[src/hdl/lrpp_pkg.sv]
// ----------------------------------------------------------------------------
// Reflector pair pose package
// Shared widths, constants, codes, types and the arctangent table.
// ----------------------------------------------------------------------------
package lrpp_pkg;

    localparam int MAX_SCAN_SAMPLES  = 2048;
    localparam int CORDIC_ITERATIONS = 16;

    localparam int IDX_W  = $clog2(MAX_SCAN_SAMPLES);
    localparam int RUN_W  = IDX_W + 1;
    localparam int ANG_W  = IDX_W + 20;
    localparam int Q_W    = ANG_W + 14;
    localparam int CMP_W  = Q_W + 1;
    localparam int RED_K  = Q_W - 32;
    localparam int SUM_W  = IDX_W + 18;
    localparam int DIV_W  = SUM_W + 1;
    localparam int CW     = 34;
    localparam int ZW     = 36;
    localparam int PW     = CW + 17;
    localparam int CNT_W  = 5;

    localparam int FIFO_DEPTH = 4;
    localparam int FIFO_AW    = $clog2(FIFO_DEPTH);

    localparam logic [1:0] CFG_THRESHOLD   = 2'd0;
    localparam logic [1:0] CFG_ANGLE_START = 2'd1;
    localparam logic [1:0] CFG_ANGLE_STEP  = 2'd2;

    localparam logic [1:0] STAT_POSE_VALID = 2'd0;
    localparam logic [1:0] STAT_TOO_FEW    = 2'd1;
    localparam logic [1:0] STAT_TOO_MANY   = 2'd2;

    localparam logic KIND_CENTROID = 1'b0;
    localparam logic KIND_SUMMARY  = 1'b1;

    localparam logic [15:0] THRESHOLD_RESET = 16'd4048;

    localparam logic [33:0]          TWO_PI_U = 34'd6746518852;
    localparam logic signed [ZW-1:0] TWO_PI_Q30  = 36'sd6746518852;
    localparam logic signed [ZW-1:0] PI_Q30      = 36'sd3373259426;
    localparam logic signed [ZW-1:0] HALF_PI_Q30 = 36'sd1686629713;
    localparam logic signed [CW-1:0] GAIN_Q30    = 34'sd652032874;

    typedef struct packed {
        logic [15:0]             range_mm;
        logic                    hit;
        logic                    eos;
        logic signed [ANG_W-1:0] angle;
    } lrpp_item_t;

    typedef enum logic [3:0] {
        S_IDLE,
        S_REDUCE,
        S_FOLD,
        S_QUAD,
        S_ROT,
        S_MUL,
        S_ACC,
        S_DINIT,
        S_DIV,
        S_CENT,
        S_SUMPREP,
        S_DOT,
        S_ORIENT,
        S_VEC,
        S_VFIN,
        S_EMIT
    } lrpp_state_t;

    function automatic logic signed [ZW-1:0] atan_q30(input logic [CNT_W-1:0] i);
        logic signed [ZW-1:0] a;
        case (i)
            5'd0:  a = 36'sd843314857;
            5'd1:  a = 36'sd497837829;
            5'd2:  a = 36'sd263043837;
            5'd3:  a = 36'sd133525159;
            5'd4:  a = 36'sd67021687;
            5'd5:  a = 36'sd33543516;
            5'd6:  a = 36'sd16775851;
            5'd7:  a = 36'sd8388437;
            5'd8:  a = 36'sd4194283;
            5'd9:  a = 36'sd2097149;
            5'd10: a = 36'sd1048576;
            5'd11: a = 36'sd524288;
            5'd12: a = 36'sd262144;
            5'd13: a = 36'sd131072;
            5'd14: a = 36'sd65536;
            5'd15: a = 36'sd32768;
            5'd16: a = 36'sd16384;
            5'd17: a = 36'sd8192;
            5'd18: a = 36'sd4096;
            5'd19: a = 36'sd2048;
            5'd20: a = 36'sd1024;
            5'd21: a = 36'sd512;
            5'd22: a = 36'sd256;
            5'd23: a = 36'sd128;
            default: a = '0;
        endcase
        return a;
    endfunction

endpackage

[src/hdl/lrpp_front.sv]
// ----------------------------------------------------------------------------
// Reflector pair pose front end
// Holds the configuration, counts samples, forms the sample angle and
// classifies each sample against the intensity threshold.
// ----------------------------------------------------------------------------
module lrpp_front (
    input  logic                     clk,
    input  logic                     rst_n,
    input  logic                     cfg_valid,
    output logic                     cfg_ready,
    input  logic [1:0]               cfg_index,
    input  logic [18:0]              cfg_data,
    input  logic                     in_valid,
    output logic                     in_ready,
    input  logic [15:0]              range_mm,
    input  logic [15:0]              intensity,
    input  logic                     end_of_scan,
    input  logic                     fifo_full,
    output logic                     push,
    output lrpp_pkg::lrpp_item_t     item
);
    import lrpp_pkg::*;

    logic [15:0]        thr_reg;
    logic signed [18:0] start_reg;
    logic signed [17:0] step_reg;
    logic [IDX_W-1:0]   idx_reg;
    logic [IDX_W-1:0]   idx_next;
    logic signed [IDX_W+18:0] prod;

    assign cfg_ready = 1'b1;
    assign in_ready  = !fifo_full;
    assign push      = in_valid && in_ready;

    always_comb
    begin
        prod = $signed({1'b0, idx_reg}) * step_reg;
        item.range_mm = range_mm;
        item.hit      = intensity >= thr_reg;
        item.eos      = end_of_scan;
        item.angle    = ANG_W'(prod) + ANG_W'(start_reg);
        idx_next = idx_reg;
        if (push)
        begin
            if (end_of_scan)
                idx_next = '0;
            else if (idx_reg < IDX_W'(MAX_SCAN_SAMPLES - 1))
                idx_next = idx_reg + 1'b1;
        end
    end

    always_ff @(posedge clk or negedge rst_n)
    begin
        if (!rst_n)
        begin
            thr_reg   <= THRESHOLD_RESET;
            start_reg <= '0;
            step_reg  <= '0;
            idx_reg   <= '0;
        end
        else
        begin
            idx_reg <= idx_next;
            if (cfg_valid && cfg_ready)
            begin
                case (cfg_index)
                    CFG_THRESHOLD:   thr_reg   <= cfg_data[15:0];
                    CFG_ANGLE_START: start_reg <= $signed(cfg_data);
                    CFG_ANGLE_STEP:  step_reg  <= $signed(cfg_data[17:0]);
                    default: ;
                endcase
            end
        end
    end

endmodule

[config.mk]
export PLATFORM = sky130hd
export DESIGN_NAME = lrpp_front
export DESIGN_NICKNAME = d
export VERILOG_FILES = /design/src/hdl/lrpp_pkg.sv /design/src/hdl/lrpp_front.sv
export SDC_FILE = /design/constraint.sdc
export NUM_CORES = 1
export LEC_CHECK = 0
export ABC_AREA = 1
export BUFFER_PORTS_ARGS = -buffer_cell sky130_fd_sc_hd__buf_4
export CAP_MARGIN = 20
export CORE_MARGIN = 2
export CORE_UTILIZATION = 48
export DETAILED_ROUTE_END_ITERATION = 12
export PLACE_DENSITY = 0.71
export SLEW_MARGIN = 25
export SYNTH_ARGS = -nofsm -noshare
export SYNTH_HDL_FRONTEND = slang
export SYNTH_SLANG_ARGS = --single-unit
export TNS_END_PERCENT = 20
[constraint.sdc]
create_clock -name clk -period 10.8 [get_ports clk]
set_input_delay 1.08 -clock clk [delete_from_list [all_inputs] [get_ports clk]]
set_output_delay 1.08 -clock clk [all_outputs]
set_load 0.03 [all_outputs]
==> results.py <==
metrics = {
    "clock_tree": {
        "h-tree-depth": 3,
        "clockBufferDepth": 2,
        "cts_setup_buffers": 0,
        "tritoncts": "built",
        "worstSkewPairLatency_ns": 0.33,
        "post_cts_resize_count": 0,
        "holdBufCountCts": 0,
        "clock_sinks": 64,
        "root_buffer": "clkbuf_16",
        "cts_buffers": 9,
        "path_clk_slew_ns": 0.06,
    },
    "yosys": {
        "yosysUniqueCellTypes": 35,
        "synthesis.nets": 2021,
        "synth-xor-area-share_pct": 1.51,
        "synth_largest_area_cell": "fa_1",
        "yosys_warnings": 0,
        "synth_edf_count": 0,
        "synth-main-ff-cell": "dfrtp_1",
        "synth_cells": 1672,
        "synthMuxAreaShare_pct": 0,
        "syn_area_um2": 12200,
        "synthTopCellsByArea": "fa_1 (33%), inv_1 (17%), nand2_1 (14%)",
        "yosys.area.top_type_share_pct": 33.0,
        "syn-mean-instance-area_um2": 7.28,
        "synth_simple_gate_area_share_pct": 19.0,
        "async_flop_share_pct": 100,
        "ys_seq_area_share_pct": 13.2,
        "synthAdderAreaFrac_pct": 42.2,
        "synth_top_family_by_area": "adder cells",
        "ys_ff_latch": 64,
        "synth-compound-area-share_pct": 4.51,
    },
    "sta": {
        "fin_setup_tns_ns": 0,
        "finalSetupViolations": 0,
        "fmax_mhz": 141,
        "hold_violations": 0,
        "slew_viol_final": 0,
        "worst_slack_ns": 3.70,
        "period_needed_ns": 7.10,
        "whs_ns": 0.484,
        "rsz0062_at_grt": "no",
        "worstMarginPinSlew_ns": 0.954,
        "relSlewSlack_pct": 36.4,
        "fin_crit_sh_pct": 65.7,
        "skew_ns": 0.00585,
    },
    "critical_path": {
        "crit_chain": "nand2_1 > inv_1 > fa_1 > inv_1 > fa_1 > inv_1 > fa_1 > fa_1 > inv_1 > fa_1 > inv_1 > ha_1 > nand2_1 > nor2_1 > inv_1 > nor3_1 > nand3_1 > nand3_1 > nand2_1 > nand2_1 > buf_4",
        "cp_max_fo": 22,
        "reg2reg_depth": 7,
        "path_buf_inv": 7,
        "crit_family": "adder cells",
        "critical_path_class": "flop to primary output",
        "start_kind": "flop",
        "worstSetupEndpointType": "primary output",
        "path_common_cell": "inv_1",
        "required_ns": 9.72,
        "crit_slowest_cell": "fa_1",
        "slowest_delay_ns": 0.76,
        "path_depth": 21,
        "critical_path_arrival_ns": 6.02,
    },
    "drt": {
        "vias": 9671,
        "vias_per_cell": 4.77,
        "routedWlPerCell_um": 13.6,
        "ant_nets": 0,
        "first_pass_iters": 5,
        "drc": 0,
        "drt_iter0_markers": 598,
        "totalWireLength_um": 27500,
    },
    "placed_design": {
        "place_inst": 2010,
        "dpl_cell_area_um2": 12800,
        "finalWeightedCongestion": 0.903,
        "hpwl_um": 23300,
        "dp_slack_ns": 4.04,
        "port_buffers": 77,
    },
    "power": {
        "power_switching_mw": 1.10,
        "clkPwrFrac_pct": 15.1,
        "leakagePower_nw": 8.09,
        "seq_power_share_pct": 16.5,
        "p_int_mw": 0.991,
        "peakVddDrop_uv": 168,
        "combPwrFrac_pct": 68.4,
        "switching_share_pct": 52.7,
        "power.density_nw_per_um2": 159,
    },
    "min_path": {
        "hold_class": "flop to flop",
        "whs_path_depth": 2,
    },
    "global_route": {
        "grt_pass1_vias": 10200,
        "antenna_found_initial": 0,
        "grt_pass1_wl_um": 48000,
        "overflow": 0,
        "grt_max_degree": 65,
        "grt_use_total_pct": 22.4,
    },
    "floorplan": {
        "initial_core_util_pct": 48.6,
        "die_h_um": 163,
        "die_area_um2": 26700,
        "die_width_um": 163,
        "top_level_ports": 111,
        "core-area_um2": 25000,
        "rows": 58,
    },
    "finish": {
        "final_cells": 2026,
        "drive_above_1_share_pct": 6.60,
        "fill_cells": 2447,
        "largest_reg_flops": 19,
        "num-nets-final": 2040,
        "n_antenna_cell": 0,
        "area_growth_pct": 8.03,
        "final_area_um2": 13200,
    },
    "flow_run": {
        "max_cap_violations": 0,
    },
    "outcome": {
        "status": "complete, no violations",
    },
}
[through the flow]
stage                     util [%]  power, mW
after CTS                     52.5       2.11
final                         52.5       2.09
after detailed placement      51.2       1.79
after global placement        51.2       1.76
after floorplan                  -       1.36
after global routing          52.5       2.33
[logic make-up (layout without fill, tap and decap cells)]
family                   after synthesis  count (layout)
AO/OA/AOI/OAI                        104             104
XOR/XNOR                              21              21
adder cells (fa/ha/maj)              290             290
buffers and inverters                609             633
flip-flops                            64              64
other                                  1               1
AND/OR/NAND/NOR                      583             583
[synthesized netlist by cell type, types with 3 or more instances]
cell type	count
buf_4	20
o21bai_1	3
o21ai_2	3
buf_2	6
a21oi_1	29
xnor2_1	6
xor2_1	15
nand3_1	42
nand2_1	470
inv_1	537
ha_1	89
o21ai_0	60
nor3_1	4
fa_1	201
dfstp_2	7
o21ai_1	5
nor2_1	43
dfrtp_1	57
buf_1	7
nand4_1	14
clkbuf_1	36
[layer usage]
| layer | track usage [%] | up-vias | share of wire (%) | wire (um) |
|---|---|---|---|---|
| li1 | - | 4745 | - | - |
| met1 | 30.1 | 4630 | 45 | 12300 |
| met2 | 38.5 | 257 | 47 | 13000 |
| met3 | 3.33 | 39 | 6.0 | 1650 |
| met4 | 5.11 | 0 | 1.9 | 511 |
| met5 | 0 | - | 0 | 0 |
[power by group through the flow]
stage                     clock network (mW)  logic (mW)  registers (mW)
final                                  0.315        1.43           0.346
after global routing                   0.334        1.64           0.353
after CTS                              0.322        1.45           0.345
after detailed placement                   0        1.44           0.349
after global placement                     0        1.41           0.347
after floorplan                            0        1.06           0.297
[cell type report]
type / instances / area, um^2 / share of cell area [%]
clock buffer: 9 / 225 / 1.71
clock inverter: 7 / 103 / 0.780
inverter: 538 / 2020 / 15.3
multi-input combinational: 999 / 8190 / 62.3
sequential: 64 / 1610 / 12.2
tap: 330 / 413 / 3.14
timing repair buffer: 79 / 593 / 4.51
[cells in the final DEF (no fill, tap or decap), types with 2 or more instances in the layout]
cell,instances
nand2_1,469
dfstp_2,7
o21a_1,2
o31ai_1,2
nor3_1,4
nand4_1,14
buf_4,79
a21oi_1,29
dfrtp_1,57
xnor2_1,6
xor2_1,15
o21ai_1,5
fa_1,201
nand3_1,42
o21ai_2,3
clkbuf_16,9
inv_6,3
nand2_2,2
nand3b_1,2
o21ai_0,60
nor2_1,43
ha_1,89
bufinv_16,2
inv_1,537
o21bai_1,3
or2_2,2
[path summary, 6_finish.rpt]
path	slack, ns	start	to
max	3.70	idx_reg[0]$_DFFE_PN0P_	item[26]
min	0.48	start_reg[14]$_DFFE_PN0P_	start_reg[14]$_DFFE_PN0P_
max reg2reg	8.62	idx_reg[0]$_DFFE_PN0P_	idx_reg[8]$_DFFE_PN0P_
min reg2reg	0.48	start_reg[14]$_DFFE_PN0P_	start_reg[14]$_DFFE_PN0P_
max in group asynchronous	9.43	rst_n	start_reg[0]$_DFFE_PN0P_
min in group asynchronous	0.84	rst_n	thr_reg[15]$_DFFE_PN0P_
[worst min-delay path, stage by stage (launching register included)]
cell and delay, ns:
dfrtp_1 0.34, nand2_1 0.05, o21ai_0 0.06
No activity file was read; power rests on OpenSTA's default activity.
