`src/hdl/lrpp_pkg.sv`:
```
// ----------------------------------------------------------------------------
// Reflector pair pose package
// Shared widths, constants, codes, types and the arctangent table.
// ----------------------------------------------------------------------------
package lrpp_pkg;

    localparam int MAX_SCAN_SAMPLES  = 2048;
    localparam int CORDIC_ITERATIONS = 16;

    localparam int IDX_W  = $clog2(MAX_SCAN_SAMPLES);
    localparam int RUN_W  = IDX_W + 1;
    localparam int ANG_W  = IDX_W + 20;
    localparam int Q_W    = ANG_W + 14;
    localparam int CMP_W  = Q_W + 1;
    localparam int RED_K  = Q_W - 32;
    localparam int SUM_W  = IDX_W + 18;
    localparam int DIV_W  = SUM_W + 1;
    localparam int CW     = 34;
    localparam int ZW     = 36;
    localparam int PW     = CW + 17;
    localparam int CNT_W  = 5;

    localparam int FIFO_DEPTH = 4;
    localparam int FIFO_AW    = $clog2(FIFO_DEPTH);

    localparam logic [1:0] CFG_THRESHOLD   = 2'd0;
    localparam logic [1:0] CFG_ANGLE_START = 2'd1;
    localparam logic [1:0] CFG_ANGLE_STEP  = 2'd2;

    localparam logic [1:0] STAT_POSE_VALID = 2'd0;
    localparam logic [1:0] STAT_TOO_FEW    = 2'd1;
    localparam logic [1:0] STAT_TOO_MANY   = 2'd2;

    localparam logic KIND_CENTROID = 1'b0;
    localparam logic KIND_SUMMARY  = 1'b1;

    localparam logic [15:0] THRESHOLD_RESET = 16'd4048;

    localparam logic [33:0]          TWO_PI_U = 34'd6746518852;
    localparam logic signed [ZW-1:0] TWO_PI_Q30  = 36'sd6746518852;
    localparam logic signed [ZW-1:0] PI_Q30      = 36'sd3373259426;
    localparam logic signed [ZW-1:0] HALF_PI_Q30 = 36'sd1686629713;
    localparam logic signed [CW-1:0] GAIN_Q30    = 34'sd652032874;

    typedef struct packed {
        logic [15:0]             range_mm;
        logic                    hit;
        logic                    eos;
        logic signed [ANG_W-1:0] angle;
    } lrpp_item_t;

    typedef enum logic [3:0] {
        S_IDLE,
        S_REDUCE,
        S_FOLD,
        S_QUAD,
        S_ROT,
        S_MUL,
        S_ACC,
        S_DINIT,
        S_DIV,
        S_CENT,
        S_SUMPREP,
        S_DOT,
        S_ORIENT,
        S_VEC,
        S_VFIN,
        S_EMIT
    } lrpp_state_t;

    function automatic logic signed [ZW-1:0] atan_q30(input logic [CNT_W-1:0] i);
        logic signed [ZW-1:0] a;
        case (i)
            5'd0:  a = 36'sd843314857;
            5'd1:  a = 36'sd497837829;
            5'd2:  a = 36'sd263043837;
            5'd3:  a = 36'sd133525159;
            5'd4:  a = 36'sd67021687;
            5'd5:  a = 36'sd33543516;
            5'd6:  a = 36'sd16775851;
            5'd7:  a = 36'sd8388437;
            5'd8:  a = 36'sd4194283;
            5'd9:  a = 36'sd2097149;
            5'd10: a = 36'sd1048576;
            5'd11: a = 36'sd524288;
            5'd12: a = 36'sd262144;
            5'd13: a = 36'sd131072;
            5'd14: a = 36'sd65536;
            5'd15: a = 36'sd32768;
            5'd16: a = 36'sd16384;
            5'd17: a = 36'sd8192;
            5'd18: a = 36'sd4096;
            5'd19: a = 36'sd2048;
            5'd20: a = 36'sd1024;
            5'd21: a = 36'sd512;
            5'd22: a = 36'sd256;
            5'd23: a = 36'sd128;
            default: a = '0;
        endcase
        return a;
    endfunction

endpackage

```
`src/hdl/lrpp_fifo.sv`:
```
// ----------------------------------------------------------------------------
// Reflector pair pose item queue
// A short queue of classified samples between the front and back ends.
// ----------------------------------------------------------------------------
module lrpp_fifo (
    input  logic                 clk,
    input  logic                 rst_n,
    input  logic                 push,
    input  lrpp_pkg::lrpp_item_t push_item,
    input  logic                 pop,
    output lrpp_pkg::lrpp_item_t head,
    output logic                 full,
    output logic                 empty
);
    import lrpp_pkg::*;

    lrpp_item_t         mem [FIFO_DEPTH];
    logic [FIFO_AW-1:0] wr_reg;
    logic [FIFO_AW-1:0] rd_reg;
    logic [FIFO_AW:0]   cnt_reg;

    assign full  = cnt_reg == (FIFO_AW+1)'(FIFO_DEPTH);
    assign empty = cnt_reg == '0;
    assign head  = mem[rd_reg];

    always_ff @(posedge clk)
    begin
        if (push)
            mem[wr_reg] <= push_item;
    end

    always_ff @(posedge clk or negedge rst_n)
    begin
        if (!rst_n)
        begin
            wr_reg  <= '0;
            rd_reg  <= '0;
            cnt_reg <= '0;
        end
        else
        begin
            if (push)
                wr_reg <= wr_reg + 1'b1;
            if (pop)
                rd_reg <= rd_reg + 1'b1;
            if (push && !pop)
                cnt_reg <= cnt_reg + 1'b1;
            else if (pop && !push)
                cnt_reg <= cnt_reg - 1'b1;
        end
    end

endmodule

```
`config.mk`:
```
export PLATFORM = sky130hd
export DESIGN_NAME = lrpp_fifo
export DESIGN_NICKNAME = d
export VERILOG_FILES = /design/src/hdl/lrpp_pkg.sv /design/src/hdl/lrpp_fifo.sv
export SDC_FILE = /design/constraint.sdc
export NUM_CORES = 1
export LEC_CHECK = 0
export BUFFER_PORTS_ARGS = -buffer_cell sky130_fd_sc_hd__buf_2
export CORE_UTILIZATION = 50
export CTS_BUF_LIST = sky130_fd_sc_hd__clkbuf_8 sky130_fd_sc_hd__clkbuf_16
export DETAILED_ROUTE_END_ITERATION = 6
export GPL_TIMING_DRIVEN = 0
export PLACE_DENSITY = 0.71
export REMOVE_ABC_BUFFERS = 1
export SLEW_MARGIN = 40
export SYNTH_ARGS = -nofsm -noshare
export SYNTH_HDL_FRONTEND = slang
export SYNTH_SLANG_ARGS = --single-unit
```
`constraint.sdc`:
```
create_clock -name clk -period 2.5 [get_ports clk]
set_input_delay 0.125 -clock clk [delete_from_list [all_inputs] [get_ports clk]]
set_output_delay 0.125 -clock clk [all_outputs]
set_load 0.02 [all_outputs]
```
==> impl_metrics.toml, run 1 <==
[sta]
holdWs_ns = 0.3923
min_period_ns = 2.179
setup-violations-final = 0
worst_clock_skew_ns = 0.004527
max-slew-margin-rel_pct = 73.83
rsz0062_at_grt = "no"
maxSlewViolCount = 0
fmax_ghz = 0.4590
timing.final.hold_violations = 0
fin_setup_tns_ns = 0
period_share_pct = 87.15
worst-slew-pin-transition_ns = 0.3926

[critical_path]
cp.arrival_ns = 2.05
cpLargestDelayFamily = "flip-flops"
cpMaxStageDelayCell = "dfrtp_4"
crit_path_start_kind = "flip-flop"
crit_path_cell_trace = "buf_12 > mux4_1 > buf_2"
path_buf_inv = 2
cp-end-kind = "output pin"
path_class = "flip-flop to output pin"
worstPathRequired_ns = 2.38
worst-path-max-fanout = 20
slowest_delay_ns = 0.58

[global_routing]
antenna_found_initial = 0
grt_max_degree = 31
grt_pass1_vias = 3891
grt-ovfl-total = 0
grt_pass1_wl_microns = 20730
track_usage_pct = 17.31

[clock_network]
post_cts_resized = 0
cts-root-buf = "clkbuf_16"
cts_setup_buffers = 0
cts_made_buffers = 20
clock_path_buffers = 3
worstSkewPairLatency_ns = 0.48
cts.sinks = 203
postCtsHoldBufs = 53
clkTransAtPathRegs_ns = 0.06
htreeDepth = 1
cts_tree = "done"

[power]
ir_drop_mv = 0.6817
p_total_uw = 11010
p_leak_uw = 0.003350
p_per_area_mw_per_mm2 = 1162

[routing]
drc = 0
ant_nets = 0
drtPass1Iterations = 4
drt_iter0_drc = 170
routed_wl_microns = 12860
routedWlPerCell_microns = 19.43
avgViaCountPerCell = 5.301
vias = 3509

[synth]
ys_types = 20
synth.avg_cell_area_sq_um = 25.85
synth_edf_count = 196
yosysSeqAreaShare_pct = 80.56
async_flop_share_pct = 3.448
ys_seq_elements = 203
synthCells = 291
ys_warn_count = 0
synthFlopType = "edfxtp_1"
netlist_area_sq_mm = 0.007523

[floorplan]
fp.dieW_microns = 124.7
floorplan.initialDensity_pct = 51.57
rows = 44
die_h_microns = 124.7
coreArea_sq_mm = 0.01459
dieArea_sq_mm = 0.01554
io_pins = 104

[cells_and_area]
fin_nets = 523
antenna_cells = 0
drive_gt1_share_pct = 40.79
fill_cells = 952
final_cell_mix = "edfxtp_1 (196), buf_2 (103), dlygate4sd3_1 (53), mux4_2 (48), clkbuf_16 (21)"
layout_commonest_cell = "edfxtp_1"
area.growth.synth_to_final_pct = 25.93
largest_register_ffs = 196
fin_cells = 662

[run_status]
status = "finished, final reports clean"

[placement]
gp_congestion = 0.6768
dp_hpwl_microns = 7494
numPortBuffers = 103
dpl.cell_count = 573

[flow_run]
cap_violations = 0

[min_path]
hp-class = "input port to flip-flop"
Yosys cell counts, types with 2 or more instances:
cell | count | area [sq um]
xnor2_1 | 2 | 17.52
ha_1 | 5 | 62.56
dfrtp_1 | 7 | 175.2
edfxtp_1 | 196 | 5886
xor2_1 | 4 | 35.03
nand2_1 | 2 | 7.510
buf_2 | 5 | 25.02
buf_12 | 5 | 100.1
mux4_2 | 48 | 1081
and2_1 | 4 | 25.02
inv_1 | 4 | 15.01
area by class of cell:
cell class / instances / area (sq um) / area share (%)
clock inverters: 8 / 35.03 / 0.3698
inverters: 4 / 15.01 / 0.1585
clock buffers: 28 / 621.8 / 6.564
repair buffers: 163 / 1186 / 12.52
well taps: 184 / 230.2 / 2.430
multi-input cells: 72 / 1318 / 13.91
flip-flops and latches: 203 / 6068 / 64.05
metrics by stage:
| stage | util (%) | area, sq um | setup WS [ns] |
|---|---|---|---|
| 3_5_place_dp | 56.80 | 8287 | 0.7802 |
| 6_report | 64.94 | 9474 | 0.3214 |
| 5_1_grt | 64.94 | 9474 | 0.2139 |
| 3_3_place_gp | 55.72 | 8129 | -1.380 |
| 2_1_floorplan | - | 7383 | -0.4745 |
| 4_1_cts | 64.94 | 9474 | 0.2643 |
report_power, final:
part / total [uW] / leakage, uW / internal, uW / switching [uW]
clock: 2880 / 0.000345 / 1720 / 1160
combinational: 3360 / 0.00112 / 1500 / 1860
sequential: 4770 / 0.00188 / 4460 / 305
total: 11000 / 0.00335 / 7690 / 3320
path summary, 6_finish.rpt:
kind,startpoint,endpoint,slack [ns],cells past startpoint
min reg2reg,cnt_reg[2],cnt_reg[2],0.52,1
max,rd_reg[0],head[44],0.32,3
min,pop,rd_reg[0],0.39,3
max reg2reg,wr_reg[1],mem[1][7],0.85,4
max in group asynchronous,rst_n,rd_reg[1],1.60,3
min in group asynchronous,rst_n,cnt_reg[1],0.61,3
worst register-to-register path: cells and delay by family, from the launching register on:
kind	cells	cell delay (ns)
adder cells (fa/ha/maj)	1	0.16
buffers and inverters	2	0.38
flip-flops	1	0.40
AND/OR/NAND/NOR	1	0.39
routing by layer:
metal	part of all wire (%)	global-route usage (%)	vias to the layer above
li1	-	-	1576
met1	41	21.90	1819
met2	52	30.55	97
met3	5.2	3.823	17
met4	1.4	3.969	0
met5	0	0	-
cells by family after synthesis:
kind of cell    synth area share, %
buf+inv                       2.062
mux                           14.87
simple gates                 0.6485
xor+xnor                     0.6985
flops                         80.56
compound gates              0.06646
fa+ha+maj                     1.098
No activity file was read; power rests on OpenSTA's default activity.
==> run 2, diff against run 1 <==
--- a/config.mk
+++ b/config.mk
@@ -10,6 +10,7 @@
 export CTS_BUF_LIST = sky130_fd_sc_hd__clkbuf_8 sky130_fd_sc_hd__clkbuf_16
 export DETAILED_ROUTE_END_ITERATION = 6
 export GPL_TIMING_DRIVEN = 0
+export MAX_ROUTING_LAYER = met4
 export PLACE_DENSITY = 0.71
 export REMOVE_ABC_BUFFERS = 1
 export SLEW_MARGIN = 40
==> run 2 against run 1 <==
Net effect:
- critical path type unchanged
- hold slack is essentially flat
- power about the same
- worst setup slack improved by 0.0016 ns
- clock-buffer cell count unchanged
- global-route usage grew 0.55 points
- non-clock buffer count is the same
- clock power is essentially flat
- sequential power is essentially flat
- cell count unchanged
- register-to-register slack about the same
- clock skew fell by 0.00076 ns
==> impl_metrics.toml, run 2 (same netlist as run 1, synthesis figures left out) <==
[routing]
routedWlPerCell_microns = 19.45
vias = 3515
drtPass1Iterations = 4
drt_iter0_drc = 174
avgViaCountPerCell = 5.310
drc = 0
routed_wl_microns = 12880
ant_nets = 0

[critical_path]
crit_path_start_kind = "flip-flop"
r2r_setup_slack_ns = 0.85
path_class = "flip-flop to output pin"
cp.arrival_ns = 2.05
cp-end-kind = "output pin"
reg2regPathDepth = 4
worst_r2r_startpoint = "wr_reg[1]"
crit_path_cell_trace = "buf_12 > mux4_1 > buf_2"
worstPathRequired_ns = 2.38
rr_endpoint = "mem[1][7]"
cpMaxStageDelayCell = "dfrtp_4"
slowest_delay_ns = 0.58
worst-path-max-fanout = 20

[sta]
fin_setup_tns_ns = 0
worst_clock_skew_ns = 0.003764
fmax_ghz = 0.4593
maxSlewViolCount = 0
timing.final.hold_violations = 0
max-slew-margin-rel_pct = 73.74
worst_slack_ns = 0.3229
worst-slew-pin-transition_ns = 0.3939
period_share_pct = 87.08
rsz0062_at_grt = "no"
min_period_ns = 2.177
setup-violations-final = 0

[clock_network]
htreeDepth = 1
clock_path_buffers = 3
cts_tree = "done"
cts_made_buffers = 20
postCtsHoldBufs = 53
cts-root-buf = "clkbuf_16"
post_cts_resized = 0
cts.sinks = 203
clkTransAtPathRegs_ns = 0.06
worstSkewPairLatency_ns = 0.48
cts_setup_buffers = 0

[power]
netSwitchingPower_uw = 3322
power_frac_clock_pct = 26.1
ir_drop_mv = 0.6817
combPwrFrac_pct = 30.6
seq_power_share_pct = 43.3
p_total_uw = 11010
intPower_uw = 7687
p_leak_uw = 0.003350
p_per_area_mw_per_mm2 = 1162
switching_share_pct = 30.18

[flow_run]
cap_violations = 0

[global_routing]
grt_pass1_wl_microns = 20750
grt-ovfl-total = 0
antenna_found_initial = 0
grt_pass1_vias = 3893
track_usage_pct = 17.86
grt_max_degree = 31

[floorplan]
coreArea_sq_mm = 0.01459
fp.dieW_microns = 124.7
floorplan.initialDensity_pct = 51.57
io_pins = 104
dieArea_sq_mm = 0.01554
rows = 44
die_h_microns = 124.7

[cells_and_area]
antenna_cells = 0
drive_gt1_share_pct = 40.79
largest_register_ffs = 196
layout_commonest_cell = "edfxtp_1"
area.growth.synth_to_final_pct = 25.93
final_cell_mix = "edfxtp_1 (196), buf_2 (103), dlygate4sd3_1 (53), mux4_2 (48), clkbuf_16 (21)"
fin_area_sq_mm = 0.009474
fin_nets = 523

[placement]
gp_congestion = 0.6836
dp_hpwl_microns = 7494
post-place-ws_ns = 0.7802
dpl_cell_area_sq_mm = 0.008287
numPortBuffers = 103

[run_status]
status = "finished, final reports clean"

[min_path]
hold_end = "rd_reg[0]"
hp-class = "input port to flip-flop"
holdPathStages = 3
worstHoldStart = "pop"
run 2: metrics by stage:
step / util, % / hold slack [ns] / instances
3_3_place_gp: 55.72 / -0.03425 / 566
4_1_cts: 64.94 / 0.3673 / 662
6_report: 64.94 / 0.3921 / 662
3_5_place_dp: 56.80 / -0.03075 / 573
5_1_grt: 64.94 / 0.3767 / 662
2_1_floorplan: - / -0.1706 / 279
run 2: power by group through the flow:
stage | Combinational (uW) | Sequential (uW) | Clock, uW
2_1_floorplan | 2060 | 4940 | 0
3_3_place_gp | 2900 | 5130 | 0
3_5_place_dp | 3360 | 4850 | 0
4_1_cts | 3430 | 4780 | 2960
5_1_grt | 3600 | 4840 | 3090
6_report | 3360 | 4770 | 2880
run 2: critical path, delay by kind of cell (launching register included):
family	cells	cell delay (ns)
flip-flops	1	0.58
buffers and inverters	2	0.41
multiplexers	1	0.56
run 2: metal layers:
layer	part of all wire (%)	up-vias	track usage [%]
li1	-	1577	-
met1	41	1820	22.05
met2	52	101	30.55
met3	5.1	17	3.694
met4	1.4	0	3.969
met5	0	-	-
run 2: area by class of cell:
| cell class | instances | area, sq um |
|---|---|---|
| inverter | 4 | 15.01 |
| fill | 952 | 5115 |
| sequential | 203 | 6068 |
| clock buffer | 28 | 621.8 |
| multi-input combinational | 72 | 1318 |
| clock inverter | 8 | 35.03 |
| timing repair buffer | 163 | 1186 |
| tap | 184 | 230.2 |
run 2: how the worst max path moves through the flow:
stage	cells past startpoint	slack (ns)	startpoint	end
finish	3	0.32	rd_reg[0]	head[44]
global route	3	0.21	rd_reg[0]	head[44]
detailed placement	3	0.78	rd_reg[0]	head[44]
CTS	3	0.26	rd_reg[0]	head[44]
global placement	2	-1.38	rd_reg[0]	head[44]
floorplan	1	-0.47	rd_reg[0]	head[44]
